`src/rtl/ptrs_pkg.sv`:
```
// Package for the periodic task release scheduler.
// Holds the slot count, derived widths, word types and the cell control struct.
// Used by every module of the block; depends on nothing.
package ptrs_pkg;

  localparam int MAX_TASKS = 16;
  localparam int CNT_W     = $clog2(MAX_TASKS + 1);
  localparam int STEP_W    = (MAX_TASKS > 1) ? $clog2(MAX_TASKS) : 1;
  localparam int CMP_W     = 8;
  localparam int MASK_W    = 16;
  localparam int CAP_W     = 5;
  localparam int PADDR_W   = 3;

  localparam logic [PADDR_W-1:0] ADDR_CAPACITY = PADDR_W'(0);
  localparam logic [CAP_W-1:0]   CAPACITY_RST  = CAP_W'(16);

  localparam logic ACTION_ADD  = 1'b0;
  localparam logic ACTION_TICK = 1'b1;

  typedef struct packed {
    logic        action;
    logic [31:0] release_period;
    logic [31:0] start_delay;
  } in_word_t;

  typedef struct packed {
    logic [MASK_W-1:0] due_mask;
    logic              add_accepted;
    logic [CAP_W-1:0]  tasks_in_use;
  } out_word_t;

  typedef struct packed {
    logic [31:0] countdown;
    logic [31:0] reload_period;
  } slot_t;

  typedef struct packed {
    logic shift_en;
    logic load_en;
  } cell_ctrl_t;

endpackage

```
`src/rtl/periodic_task_release_scheduler.sv`:
```
// Periodic task release scheduler: a ring of MAX_TASKS slot cells rotating past one tick unit.
// Add word: result registered in the cycle after acceptance. Tick word: the ring rotates one
// slot per cycle while in S_TICK, then S_DONE registers the due mask once the output is free.
// Words are taken only in S_IDLE, not mid-tick; the single tick unit is at the ring head.
// Reset clears the task count and sets capacity to 16; slot contents are not reset.
// Depends on ptrs_pkg, ptrs_cell and ptrs_tick.
module periodic_task_release_scheduler (
  input  logic                         clk_i,
  input  logic                         rst_ni,
  input  logic                         in_valid_i,
  output logic                         in_ready_o,
  input  ptrs_pkg::in_word_t           in_data_i,
  output logic                         out_valid_o,
  input  logic                         out_ready_i,
  output ptrs_pkg::out_word_t          out_data_o,
  input  logic                         psel,
  input  logic                         penable,
  input  logic                         pwrite,
  input  logic [ptrs_pkg::PADDR_W-1:0] paddr,
  input  logic [31:0]                  pwdata,
  output logic [31:0]                  prdata,
  output logic                         pready
);
  import ptrs_pkg::*;

  localparam logic [1:0] S_IDLE = 2'd0;
  localparam logic [1:0] S_TICK = 2'd1;
  localparam logic [1:0] S_DONE = 2'd2;

  logic [1:0]        state_q, state_d;
  logic [STEP_W-1:0] step_q, step_d;
  logic [CNT_W-1:0]  used_q, used_d;
  logic [CAP_W-1:0]  cap_q;
  logic [MASK_W-1:0] mask_q, mask_d;
  logic              out_valid_q, out_valid_d;
  out_word_t         out_q, out_d;

  slot_t      slots [MAX_TASKS];
  slot_t      head_next;
  slot_t      load_slot;
  logic       head_active, head_released;
  logic       out_free, in_acc, add_ok, shift_en;

  assign out_free   = !out_valid_q || out_ready_i;
  assign in_ready_o = (state_q == S_IDLE) && out_free;
  assign in_acc     = in_valid_i && in_ready_o;
  assign add_ok     = (CMP_W'(used_q) < CMP_W'(cap_q)) && (CMP_W'(used_q) < CMP_W'(MAX_TASKS));
  assign shift_en   = (state_q == S_TICK);
  assign head_active = CNT_W'(step_q) < used_q;

  assign load_slot.countdown     = in_data_i.start_delay;
  assign load_slot.reload_period = in_data_i.release_period;

  ptrs_tick u_tick (
    .slot_i     (slots[0]),
    .active_i   (head_active),
    .slot_o     (head_next),
    .released_o (head_released)
  );

  for (genvar g = 0; g < MAX_TASKS; g++) begin : g_ring
    cell_ctrl_t ctrl;
    slot_t      shift_in;
    assign ctrl.shift_en = shift_en;
    assign ctrl.load_en  = in_acc && (in_data_i.action == ACTION_ADD) && add_ok
                           && (used_q == CNT_W'(g));
    if (g == MAX_TASKS - 1) begin : g_tail
      assign shift_in = head_next;
    end else begin : g_body
      assign shift_in = slots[g+1];
    end
    ptrs_cell u_cell (
      .clk_i   (clk_i),
      .ctrl_i  (ctrl),
      .shift_i (shift_in),
      .load_i  (load_slot),
      .slot_o  (slots[g])
    );
  end

  always_comb begin
    state_d     = state_q;
    step_d      = step_q;
    used_d      = used_q;
    mask_d      = mask_q;
    out_valid_d = out_valid_q && !out_ready_i;
    out_d       = out_q;
    case (state_q)
      S_IDLE: begin
        if (in_acc) begin
          if (in_data_i.action == ACTION_ADD) begin
            out_d.due_mask     = '0;
            out_d.add_accepted = add_ok;
            out_d.tasks_in_use = add_ok ? CAP_W'(used_q + CNT_W'(1)) : CAP_W'(used_q);
            out_valid_d        = 1'b1;
            if (add_ok) begin
              used_d = used_q + CNT_W'(1);
            end
          end else begin
            mask_d  = '0;
            step_d  = '0;
            state_d = S_TICK;
          end
        end
      end
      S_TICK: begin
        for (int j = 0; j < MASK_W; j++) begin
          if (head_released && (int'(step_q) == j)) begin
            mask_d[j] = 1'b1;
          end
        end
        step_d = step_q + STEP_W'(1);
        if (step_q == STEP_W'(MAX_TASKS - 1)) begin
          step_d  = '0;
          state_d = S_DONE;
        end
      end
      S_DONE: begin
        if (out_free) begin
          out_d.due_mask     = mask_q;
          out_d.add_accepted = 1'b0;
          out_d.tasks_in_use = CAP_W'(used_q);
          out_valid_d        = 1'b1;
          state_d            = S_IDLE;
        end
      end
      default: begin
        state_d = S_IDLE;
      end
    endcase
  end

  always_ff @(posedge clk_i or negedge rst_ni) begin
    if (!rst_ni) begin
      state_q     <= S_IDLE;
      step_q      <= '0;
      used_q      <= '0;
      out_valid_q <= 1'b0;
      cap_q       <= CAPACITY_RST;
    end else begin
      state_q     <= state_d;
      step_q      <= step_d;
      used_q      <= used_d;
      out_valid_q <= out_valid_d;
      if (psel && penable && pwrite && (paddr == ADDR_CAPACITY)) begin
        cap_q <= pwdata[CAP_W-1:0];
      end
    end
  end

  always_ff @(posedge clk_i) begin
    mask_q <= mask_d;
    out_q  <= out_d;
  end

  assign out_valid_o = out_valid_q;
  assign out_data_o  = out_q;
  assign pready      = 1'b1;
  assign prdata      = (paddr == ADDR_CAPACITY) ? 32'(cap_q) : 32'd0;

endmodule

```
`src/rtl/ptrs_cell.sv`:
```
// One task slot of the rotating ring: countdown and reload period.
// Loads a new task or takes its neighbour's slot on each shift.
// Depends on ptrs_pkg.
module ptrs_cell (
  input  logic                clk_i,
  input  ptrs_pkg::cell_ctrl_t ctrl_i,
  input  ptrs_pkg::slot_t     shift_i,
  input  ptrs_pkg::slot_t     load_i,
  output ptrs_pkg::slot_t     slot_o
);
  import ptrs_pkg::*;

  slot_t slot_q;

  always_ff @(posedge clk_i) begin
    if (ctrl_i.load_en) begin
      slot_q <= load_i;
    end else if (ctrl_i.shift_en) begin
      slot_q <= shift_i;
    end
  end

  assign slot_o = slot_q;

endmodule

```
`src/rtl/ptrs_tick.sv`:
```
// Tick update for the slot at the head of the ring.
// Counts down, detects release and reloads with period minus one.
// Depends on ptrs_pkg.
module ptrs_tick (
  input  ptrs_pkg::slot_t slot_i,
  input  logic            active_i,
  output ptrs_pkg::slot_t slot_o,
  output logic            released_o
);
  import ptrs_pkg::*;

  logic [31:0] dec;

  always_comb begin
    dec        = (slot_i.countdown != 32'd0) ? slot_i.countdown - 32'd1 : slot_i.countdown;
    released_o = active_i && (dec == 32'd0);
    slot_o     = slot_i;
    if (released_o) begin
      slot_o.countdown = slot_i.reload_period - 32'd1;
    end else if (active_i) begin
      slot_o.countdown = dec;
    end
  end

endmodule
```
`config.mk`:
```
export PLATFORM = sky130hd
export DESIGN_NAME = periodic_task_release_scheduler
export DESIGN_NICKNAME = d
export VERILOG_FILES = /design/src/rtl/ptrs_pkg.sv /design/src/rtl/periodic_task_release_scheduler.sv /design/src/rtl/ptrs_cell.sv /design/src/rtl/ptrs_tick.sv
export SDC_FILE = /design/constraint.sdc
export NUM_CORES = 1
export LEC_CHECK = 0
export BUFFER_PORTS_ARGS = -buffer_cell sky130_fd_sc_hd__buf_2
export CORE_UTILIZATION = 56
export CTS_CLUSTER_DIAMETER = 60
export DETAILED_ROUTE_END_ITERATION = 7
export GPL_TIMING_DRIVEN = 0
export PLACE_DENSITY = 0.76
export SLEW_MARGIN = 10
export SYNTH_ARGS = -nofsm -noshare
export SYNTH_HDL_FRONTEND = slang
export SYNTH_SLANG_ARGS = --single-unit
```
`constraint.sdc`:
```
create_clock -name clk_i -period 7.3 [get_ports clk_i]
set_clock_uncertainty 0.05 [all_clocks]
set_input_delay 0.365 -clock clk_i [delete_from_list [all_inputs] [get_ports clk_i]]
set_output_delay 0.365 -clock clk_i [all_outputs]
set_load 0.1 [all_outputs]
```
# Word level (Yosys, flattened, before mapping)
# Cells that the tools add are included.
# word_totals
word_cells	280
out_inout_bits	57
inputBits	107
reg_bits	1079
# op_classes
n_mux	73
reduce_logical	89
n_addsub	4
bitwise_logic	1
n_lt_le_gt_ge	3
eq_ne	54
# op_table
operator	count
64-bit two-way mux	32
32-bit two-way mux	3
4-bit AND reduction	18
22-bit two-way mux	3
32-bit by 1-bit subtractor with 32-bit output, second input constant	2
22-bit one-hot mux with 2 select lines	1
1-bit logical AND	42
5-bit by 4-bit == test with 1-bit output, second input constant	8
4-bit == test, second input constant	9
2-bit nonzero test	18
2-bit by 1-bit != test with 1-bit output, second input constant	17
32-bit logical NOT	1
16-bit two-way mux	2
16-bit one-hot mux with 2 select lines	1
32-bit nonzero test	1
5-bit by 3-bit == test with 1-bit output, second input constant	4
1-bit two-way mux	19
4-bit by 3-bit == test with 1-bit output, second input constant	4
4-bit two-way mux	3
5-bit by 2-bit == test with 1-bit output, second input constant	2
5-bit two-way mux	2
4-bit by 2-bit == test with 1-bit output, second input constant	2
2-bit two-way mux	4
2-bit != test, second input constant	4
other kinds (20)	22

# Logic depth before layout (Yosys ltp)
# Gate-level depths: netlist of the first run.
# logic_depth
word_depth	8
mapped_depth	14
mapped_depth_nobuf	10

# Hierarchy
# Synthesis of the first run repeated with hierarchy kept, for this count alone.
# unflattened
hier_cells	2804
hier_area_um2	51894.8
# modules_own_cells
module	n_inst	cells_each	seq_area_each_um2	area_each_um2
ptrs_cell	16	136	1921.8	2905.3
periodic_task_release_scheduler	1	265	1567.8	2991.6
ptrs_tick	1	363	0.0	2418.6

# Worst setup path after synthesis of the first run
# OpenSTA, ideal clock, no wires.
# synth_timing
path_kind	register to register
start	register out_valid_q (netlist: out_valid_o)
end	register g_ring[7].u_cell.slot_q (netlist bit g_ring[7].u_cell.slot_o[0]), enable pin
arrival_ns	6.634
period_less_slack_ns	7.258
required_ns	6.675
stages_incl_launch_ff	7
setup_ns	0.575
path_slack_ns	0.042
path_cell_list	dfrtp_1 > nor2b_1 > or3_1 > nor3_1 > clkbuf_1 > nand2_1 > o21ai_0
# synth_between
elab_chain_cells	8
# synth_rtl
element	line_no	rtl
start, declared	periodic_task_release_scheduler.sv:35	logic out_valid_q, out_valid_d;
start signal, assigned	periodic_task_release_scheduler.sv:144	out_valid_q <= out_valid_d;
1-bit logical NOT	periodic_task_release_scheduler.sv:44	assign out_free = !out_valid_q || out_ready_i;
1-bit logical OR	periodic_task_release_scheduler.sv:44	
1-bit logical AND	periodic_task_release_scheduler.sv:45	assign in_ready_o = (state_q == S_IDLE) && out_free;
1-bit logical AND	periodic_task_release_scheduler.sv:46	assign in_acc = in_valid_i && in_ready_o;
1-bit logical AND (2 in a row)	periodic_task_release_scheduler.sv:65	assign ctrl.load_en = in_acc && (in_data_i.action == ACTION_ADD) && add_ok
1-bit logical AND	periodic_task_release_scheduler.sv:66	&& (used_q == CNT_W'(g));
2-bit nonzero test (no source line)	-	
end signal, assigned	ptrs_cell.sv:17	slot_q <= load_i;
end signal, assigned	ptrs_cell.sv:19	slot_q <= shift_i;
end, declared	ptrs_cell.sv:13	slot_t slot_q;
# No other way between the ends.
# A chain may end at the register's enable or synchronous reset.

# Worst setup path after layout of the first run
# layout_timing
start	register cap_q[4]
end	register g_ring[3].u_cell.slot_q (netlist bit g_ring[3].u_cell.slot_o[31]), enable pin
# layout_between
elab_chain_cells	5
# layout_rtl
element	line_no	rtl
start, declared	periodic_task_release_scheduler.sv:33	logic [CAP_W-1:0] cap_q;
start signal, assigned	periodic_task_release_scheduler.sv:146	cap_q <= pwdata[CAP_W-1:0];
5-bit < comparator	periodic_task_release_scheduler.sv:47	assign add_ok = (CMP_W'(used_q) < CMP_W'(cap_q)) && (CMP_W'(used_q) < CMP_W'(MAX_TASKS));
1-bit logical AND	periodic_task_release_scheduler.sv:47	
1-bit logical AND	periodic_task_release_scheduler.sv:65	
1-bit logical AND	periodic_task_release_scheduler.sv:66	
2-bit nonzero test (no source line)	-	
end signal, assigned	ptrs_cell.sv:17	
end signal, assigned	ptrs_cell.sv:19	
end, declared	ptrs_cell.sv:13	
# No other way between the ends.

==> out/qor.yml, run 1 <==
worst_pin_slew_ns: 1.374
cts_setup_buffers: 0
powerDensity_nw_per_um2: 367.4
clockRootBuffer: "clkbuf_16"
start_util_pct: 56.64
syn_inst: 2945
ys_ff_latch: 1079
timing_hold_violations_final: 0
final_common_cell: "edfxtp_1"
vias_per_cell: 5.960
drive_above_1_share_pct: 41.17
grt_usage_pct: 25.91
dieArea_um2: 87570
reg2reg_depth: 11
clk_pin_slew_ns: 0.06
cts_buffers: 111
post-route-period-util_pct: 71.92
cts_max_level: 3
synth_cell_types: 70
irDropWorstVdd_uv: 286.6
grt_pass1_vias: 27160
maxSlewHeadroom_pct: 8.381
clock-sinks: 1079
vias: 26759
grt_first_pass_wirelength_um: 168800
synth-edff-count: 1062
io_pins: 164
rrSetupSlack_ns: 2.05
port_buffers: 108
nNetsFinal: 3377
cap_violations: 0
drt-pass1-iter-count: 6
netlist_area_um2: 48380
clk_path_buf_depth: 3
syn-mean-instance-area_um2: 16.43
setup_violations: 0
hold_depth: 2
wl_per_cell_um: 24.96
row_count: 107
wl_um: 112100
rsz0062_at_grt: "false"
drc_errors: 0
coreArea_um2: 85410
max_freq_mhz: 190.5
fillers: 5854
path_delay_family: "buffers and inverters"
holdCritPathClass: "primary input to register"
required_ns: 7.61
final_core_util_pct: 64.88
cp_data_arrival_time_ns: 5.56
first_iter_violations: 2418
cp_num_cells: 11
most-common-layout-cells: "1062 x edfxtp_1, 961 x mux2_2, 214 x clkbuf_1"
worst_slack_ns: 2.050
postRouteAntennaNets: 0
final_max_slew_viol_count: 0
power.leakage_uw: 0.01698
place.gp.congestion: 0.9205
cts_resized: 0
cp-start-kind: "register"
antenna_found_initial: 5
cts_tree: "built"
clock_latency_ns: 0.69
cp-end-kind: "register"
fin_tns_setup_ns: 0
ys_async_sr_fraction_pct: 1.576
grt_overflow: 0
cp_slowest_cell: "clkbuf_1"
dp_slack_ns: 2.089
crit_fanout: 35
critical_path_buf_inv_count: 5
fp.dieW_um: 295.9
final.min_clock_period_ns: 5.250
ys.flop_type: "edfxtp_1"
crit_top_cell: "clkbuf_1"
path_cells: "inv_1 -> ha_1 -> a211oi_1 -> o21ai_0 -> nor3_1 -> clkbuf_1 -> and3_1 -> clkbuf_1 -> clkbuf_1 -> nand2b_4 -> buf_16"
run_status: "complete, no violations"
fp.dieH_um: 295.9
grt_max_degree: 36
critical_path_class: "register to register"
seq_area_frac_synth_pct: 66.80
hold_slack_ns: 0.03480
hpwlAfterDp_um: 79230
yosys_warnings: 0
area_growth_syn_to_layout_pct: 14.55
critical_path.max_stage_delay_ns: 1.02
final timing paths:
check / startpoint / end
setup / recovery: cap_q[4] / g_ring[3].u_cell.slot_o[31]
hold reg to reg: mask_q[2] / out_data_o[8]
setup reg to reg: cap_q[4] / g_ring[3].u_cell.slot_o[31]
max in group asynchronous: rst_ni / cap_q[4]
hold / removal: in_data_i[39] / g_ring[4].u_cell.slot_o[7]
min in group asynchronous: rst_ni / cap_q[2]
repair_timing:
item / CTS / global route
setup endpoints to repair: 0 / 0
hold endpoints to repair: 33 / 0
hold buffers: 11 / 0
synthesized netlist by cell type, types with 4 or more instances:
master        n  area (um^2)
buf_4        30        225.2
a21o_1        5        37.54
nand3_1      28        140.1
dfrtp_1      16        400.4
o31ai_1       7        52.55
nand2b_1     12        75.07
buf_6         6        67.56
o21ai_0      51        255.2
a31oi_1       7        43.79
a21oi_1      11        55.05
nand2_1     149        559.3
o211ai_1      5        37.54
nor2_1       58        217.7
ha_1         18        225.2
xor2_1       23        201.4
nand4_1      21        131.4
nand3b_1      4        30.03
o31ai_2      21        262.8
nor2b_1       5        31.28
or3_1         8        50.05
and2_1       25        156.4
clkbuf_1    194        728.2
and3_1        6        37.54
and4_1        4        35.03
a2111oi_0     4        35.03
buf_1         5        18.77
or4_1        19        142.6
nor3_1       19        95.09
nor4_1       19        118.9
edfxtp_1   1062        31890
mux2i_1      21        210.2
mux2_2      961        10820
inv_1        20        75.07
xnor2_1      43        376.6
o21ai_1       7        35.03
sequential cells by signal (all words and copies together), names as in the netlist:
register              cells
used_q                    5
out_data_o               22
mask_q                   16
step_q                    4
out_valid_o               1
cap_q                     5
g_ring.u_cell.slot_o   1024
state_q                   2
metrics by stage:
stage | cell area [um^2] | cells | power [uW]
4_1_cts | 55420 | 4489 | 20430
6_report | 55420 | 4490 | 20360
3_3_place_gp | 50450 | 4223 | 14600
2_1_floorplan | 48480 | 2971 | 13120
5_1_grt | 55420 | 4489 | 21090
3_5_place_dp | 51750 | 4272 | 14840
where the power goes:
group          internal (uW)  switching (uW)
Clock                   3200            2380
Combinational           1890            2700
Sequential              9550             641
Total                  14600            5720
layer usage:
| metal | up-vias | routed length (um) | track usage [%] |
|---|---|---|---|
| met5 | - | 11 | 0 |
| met1 | 13730 | 44730 | 34.04 |
| li1 | 11862 | - | - |
| met2 | 945 | 55930 | 43.59 |
| met4 | 2 | 3983 | 10.12 |
| met3 | 220 | 7404 | 3.807 |
final cells by class:
class / count / area (um^2) / share of cell area, %
diodes: 1 / 2.502 / 0.004515
well taps: 1144 / 1431 / 2.583
inverters: 20 / 75.07 / 0.1355
multi-input cells: 1634 / 15220 / 27.47
flip-flops and latches: 1079 / 32320 / 58.31
clock inverters: 71 / 673.1 / 1.215
clock buffers: 135 / 2889 / 5.213
repair buffers: 168 / 1752 / 3.161
plain buffers: 238 / 1059 / 1.910
cells by family after synthesis:
kind of cell / after synthesis / share of synthesized area (%)
mux: 982 / 22.80
buf+inv: 258 / 2.335
flops: 1079 / 66.80
simple gates: 394 / 4.159
other cells: 2 / 0.01552
compound gates: 145 / 2.206
fa+ha+maj: 19 / 0.4888
xor+xnor: 66 / 1.195
Power figures use the tool's default switching activity.
==> run 2, diff against run 1 <==
--- a/config.mk
+++ b/config.mk
@@ -5,12 +5,13 @@
 export SDC_FILE = /design/constraint.sdc
 export NUM_CORES = 1
 export LEC_CHECK = 0
+export ABC_AREA = 1
 export BUFFER_PORTS_ARGS = -buffer_cell sky130_fd_sc_hd__buf_2
-export CORE_UTILIZATION = 56
+export CORE_UTILIZATION = 62
 export CTS_CLUSTER_DIAMETER = 60
 export DETAILED_ROUTE_END_ITERATION = 7
 export GPL_TIMING_DRIVEN = 0
-export PLACE_DENSITY = 0.76
+export PLACE_DENSITY = 0.8
 export SLEW_MARGIN = 10
 export SYNTH_ARGS = -nofsm -noshare
 export SYNTH_HDL_FRONTEND = slang
==> constraint.sdc (replaced) <==
create_clock -name clk_i -period 5.2 [get_ports clk_i]
set_clock_uncertainty 0.05 [all_clocks]
set_input_delay 0.26 -clock clk_i [delete_from_list [all_inputs] [get_ports clk_i]]
set_output_delay 0.26 -clock clk_i [all_outputs]
set_load 0.1 [all_outputs]
==> run 2 against run 1 <==
Compared with the run above:
- non-clock buffer count increased by 126
- power increased by 40%
- sequential cell count unchanged
- design area decreased by 3.1%
- highest routed layer unchanged
- wire length increased by 15%
- via count increased by 31%
- first-iteration DRC count increased by 86%
- critical path type unchanged
- sequential power increased by 40%
- clock-buffer cell count decreased by 7
- largest cell class unchanged
- sequential share of layout area increased by 1.9 points
- combinational power increased by 30%
==> out/qor.yml, run 2 <==
required_ns: 5.53
drc_errors: 0
postRouteAntennaNets: 0
coreArea_um2: 74700
clock-sinks: 1079
post-route-period-util_pct: 75.80
rsz0062_at_grt: "false"
io_pins: 164
grt_pass1_vias: 33559
cp-start-kind: "register"
clk_path_buf_depth: 3
final_common_cell: "nand2_1"
grt_use_met2_pct: 53.97
setup_violations: 0
final.min_clock_period_ns: 3.941
reg2reg_depth: 12
grt.busiest_layer: "met2"
synth_top_area_cell: "edfxtp_1"
holdCritPathClass: "primary input to register"
most-common-layout-cells: "1254 x nand2_1, 1062 x edfxtp_1, 1054 x o21ai_0"
run_status: "complete, no violations"
start_util_pct: 62.88
maxSlewHeadroom_pct: 8.328
fin_tns_setup_ns: 0
clock_latency_ns: 0.69
crit_fanout: 10
dieArea_um2: 76860
critPathLaunch: "cap_q[4]"
r2r-start: "cap_q[4]"
yosys-top-cells-area: "edfxtp_1 68%, o21ai_0 11%, nand2_1 10%, clkbuf_1 2.1%, nor2_1 1.4%"
cp_data_arrival_time_ns: 4.27
hold_depth: 3
row_count: 100
wl_um: 129400
grtUsageMet3_pct: 6.732
grtUsageMet1_pct: 43.53
area_growth_syn_to_layout_pct: 14.32
synth-edff-count: 1062
fp.dieW_um: 277.2
port_buffers: 108
grt_max_degree: 41
power.leakage_uw: 0.02214
dp_slack_ns: 1.440
path_delay_family: "buffers and inverters"
vias: 35159
fp.dieH_um: 277.2
fillers: 4954
vias_per_cell: 6.122
cp-end-kind: "register"
syn_inst: 4357
final_max_slew_viol_count: 0
synth_top_area_share_pct: 67.90
total_power_uw: 28450
final_core_util_pct: 71.88
grt_first_pass_wirelength_um: 193400
path_cells: "inv_1 -> ha_1 -> nand2_1 -> o21ai_0 -> a21oi_1 -> nand2_1 -> nor2_4 -> buf_4 -> nand3_1 -> clkbuf_1 -> clkbuf_1 -> o21ai_0"
powerDensity_nw_per_um2: 529.9
netlist_area_um2: 46970
seq_area_frac_synth_pct: 68.81
drive_above_1_share_pct: 8.735
cts_max_level: 3
cts_setup_buffers: 0
cp_slowest_cell: "clkbuf_1"
critical_path_buf_inv_count: 4
cap_violations: 0
place.gp.congestion: 1.002
nNetsFinal: 4809
max_freq_mhz: 253.7
clk_pin_slew_ns: 0.07
hold_path.startpoint: "in_data_i[46]"
timing.rr.end: "g_ring[10].u_cell.slot_o[20]"
cts_tree: "built"
first_iter_violations: 4505
syn-mean-instance-area_um2: 10.78
synth_cell_types: 39
ys.flop_type: "edfxtp_1"
synth_common_cells: "1270 x nand2_1, 1062 x edfxtp_1, 1054 x o21ai_0"
irDropWorstVdd_uv: 516.0
drt-pass1-iter-count: 7
critical_path_class: "register to register"
n_antenna_cell: 0
hpwlAfterDp_um: 88920
timing_hold_violations_final: 0
largest_reg_flops: 1024
clockRootBuffer: "clkbuf_16"
antenna_found_initial: 1
ys_ff_latch: 1079
grt_overflow: 0
ys_async_sr_fraction_pct: 1.576
wl_per_cell_um: 22.53
min_to: "g_ring[1].u_cell.slot_o[14]"
rrSetupSlack_ns: 1.26
worst_slack_ns: 1.259
cts_buffers: 108
synthMostInstantiatedCell: "nand2_1"
grt_usage_pct: 33.40
critical_path.max_stage_delay_ns: 1.01
worst_pin_slew_ns: 1.375
yosys_warnings: 0
-- run 2: cell types whose count changed after synthesis, moves of 31 or more --
cell      change
buf_2        +31
mux2_2      -961
nand2_1    +1121
clkbuf_1     +72
nand3_1      +58
o21ai_0    +1003
inv_1       +147
nor2_1      +113
-- run 2: area by class of cell --
type	instances	area [um^2]	share of cell area, %
Buffer	341	1499	2.792
Inverter	172	645.6	1.202
Timing Repair Buffer	191	1551	2.890
Multi-Input combinational cell	2791	12750	23.74
Clock inverter	72	922.1	1.717
Sequential cell	1079	32320	60.19
Tap cell	969	1212	2.258
Clock buffer	128	2798	5.211
-- run 2: layer usage --
| metal | vias up | routed length [um] | share of wire (%) |
|---|---|---|---|
| li1 | 15737 | - | - |
| met1 | 16872 | 47020 | 36 |
| met2 | 2200 | 60870 | 47 |
| met3 | 348 | 14610 | 11 |
| met4 | 2 | 6887 | 5.3 |
| met5 | - | 9 | 0.0070 |
-- run 2: worst max path at each step --
stage / end / slack [ns] / cells after the start
2_1_floorplan: g_ring[15].u_cell.slot_o[0] / 0.33 / 12
3_3_place_gp: g_ring[15].u_cell.slot_o[18] / -0.02 / 12
3_5_place_dp: g_ring[10].u_cell.slot_o[20] / 1.44 / 12
4_1_cts: g_ring[10].u_cell.slot_o[20] / 1.38 / 12
5_1_grt: mask_q[8] / 1.12 / 12
6_report: g_ring[10].u_cell.slot_o[20] / 1.26 / 12
-- run 2: worst min-delay path, delay by kind of cell --
| kind | cells | cell delay [ns] |
|---|---|---|
| buffers and inverters | 2 | 0.19 |
| AOI/OAI and AO/OA | 1 | 0.18 |
-- run 2: per-stage QoR --
stage	hold WS (ns)	instance area, um^2	instances
2_1_floorplan	-0.08559	47060	4383
3_3_place_gp	0.1642	48820	5460
3_5_place_dp	0.1674	49310	5477
4_1_cts	0.002117	53690	5743
5_1_grt	0.03780	53690	5743
6_report	0.01975	53690	5743
-- run 2: cells by family after synthesis --
| logic type | Yosys count | share of synthesized area, % |
|---|---|---|
| DFF | 1079 | 68.81 |
| AOI/OAI and AO/OA | 1105 | 11.87 |
| adders and majority gates | 18 | 0.4795 |
| other | 2 | 0.01599 |
| buffers and inverters | 513 | 4.542 |
| xor gates and xnor gates | 45 | 0.8392 |
| and+or+nand+nor | 1595 | 13.44 |
-- run 2: power by group --
group / switching [uW] / leakage [uW] / internal (uW) / total [uW]
Clock: 3450 / 0.00179 / 4730 / 8180
Combinational: 4390 / 0.0108 / 1590 / 5980
Sequential: 934 / 0.00955 / 13400 / 14300
-- run 2: what timing repair did --
item,in CTS,in global routing
hold buffers,66,0
resized for setup,0,0
hold endpoints to repair,140,0
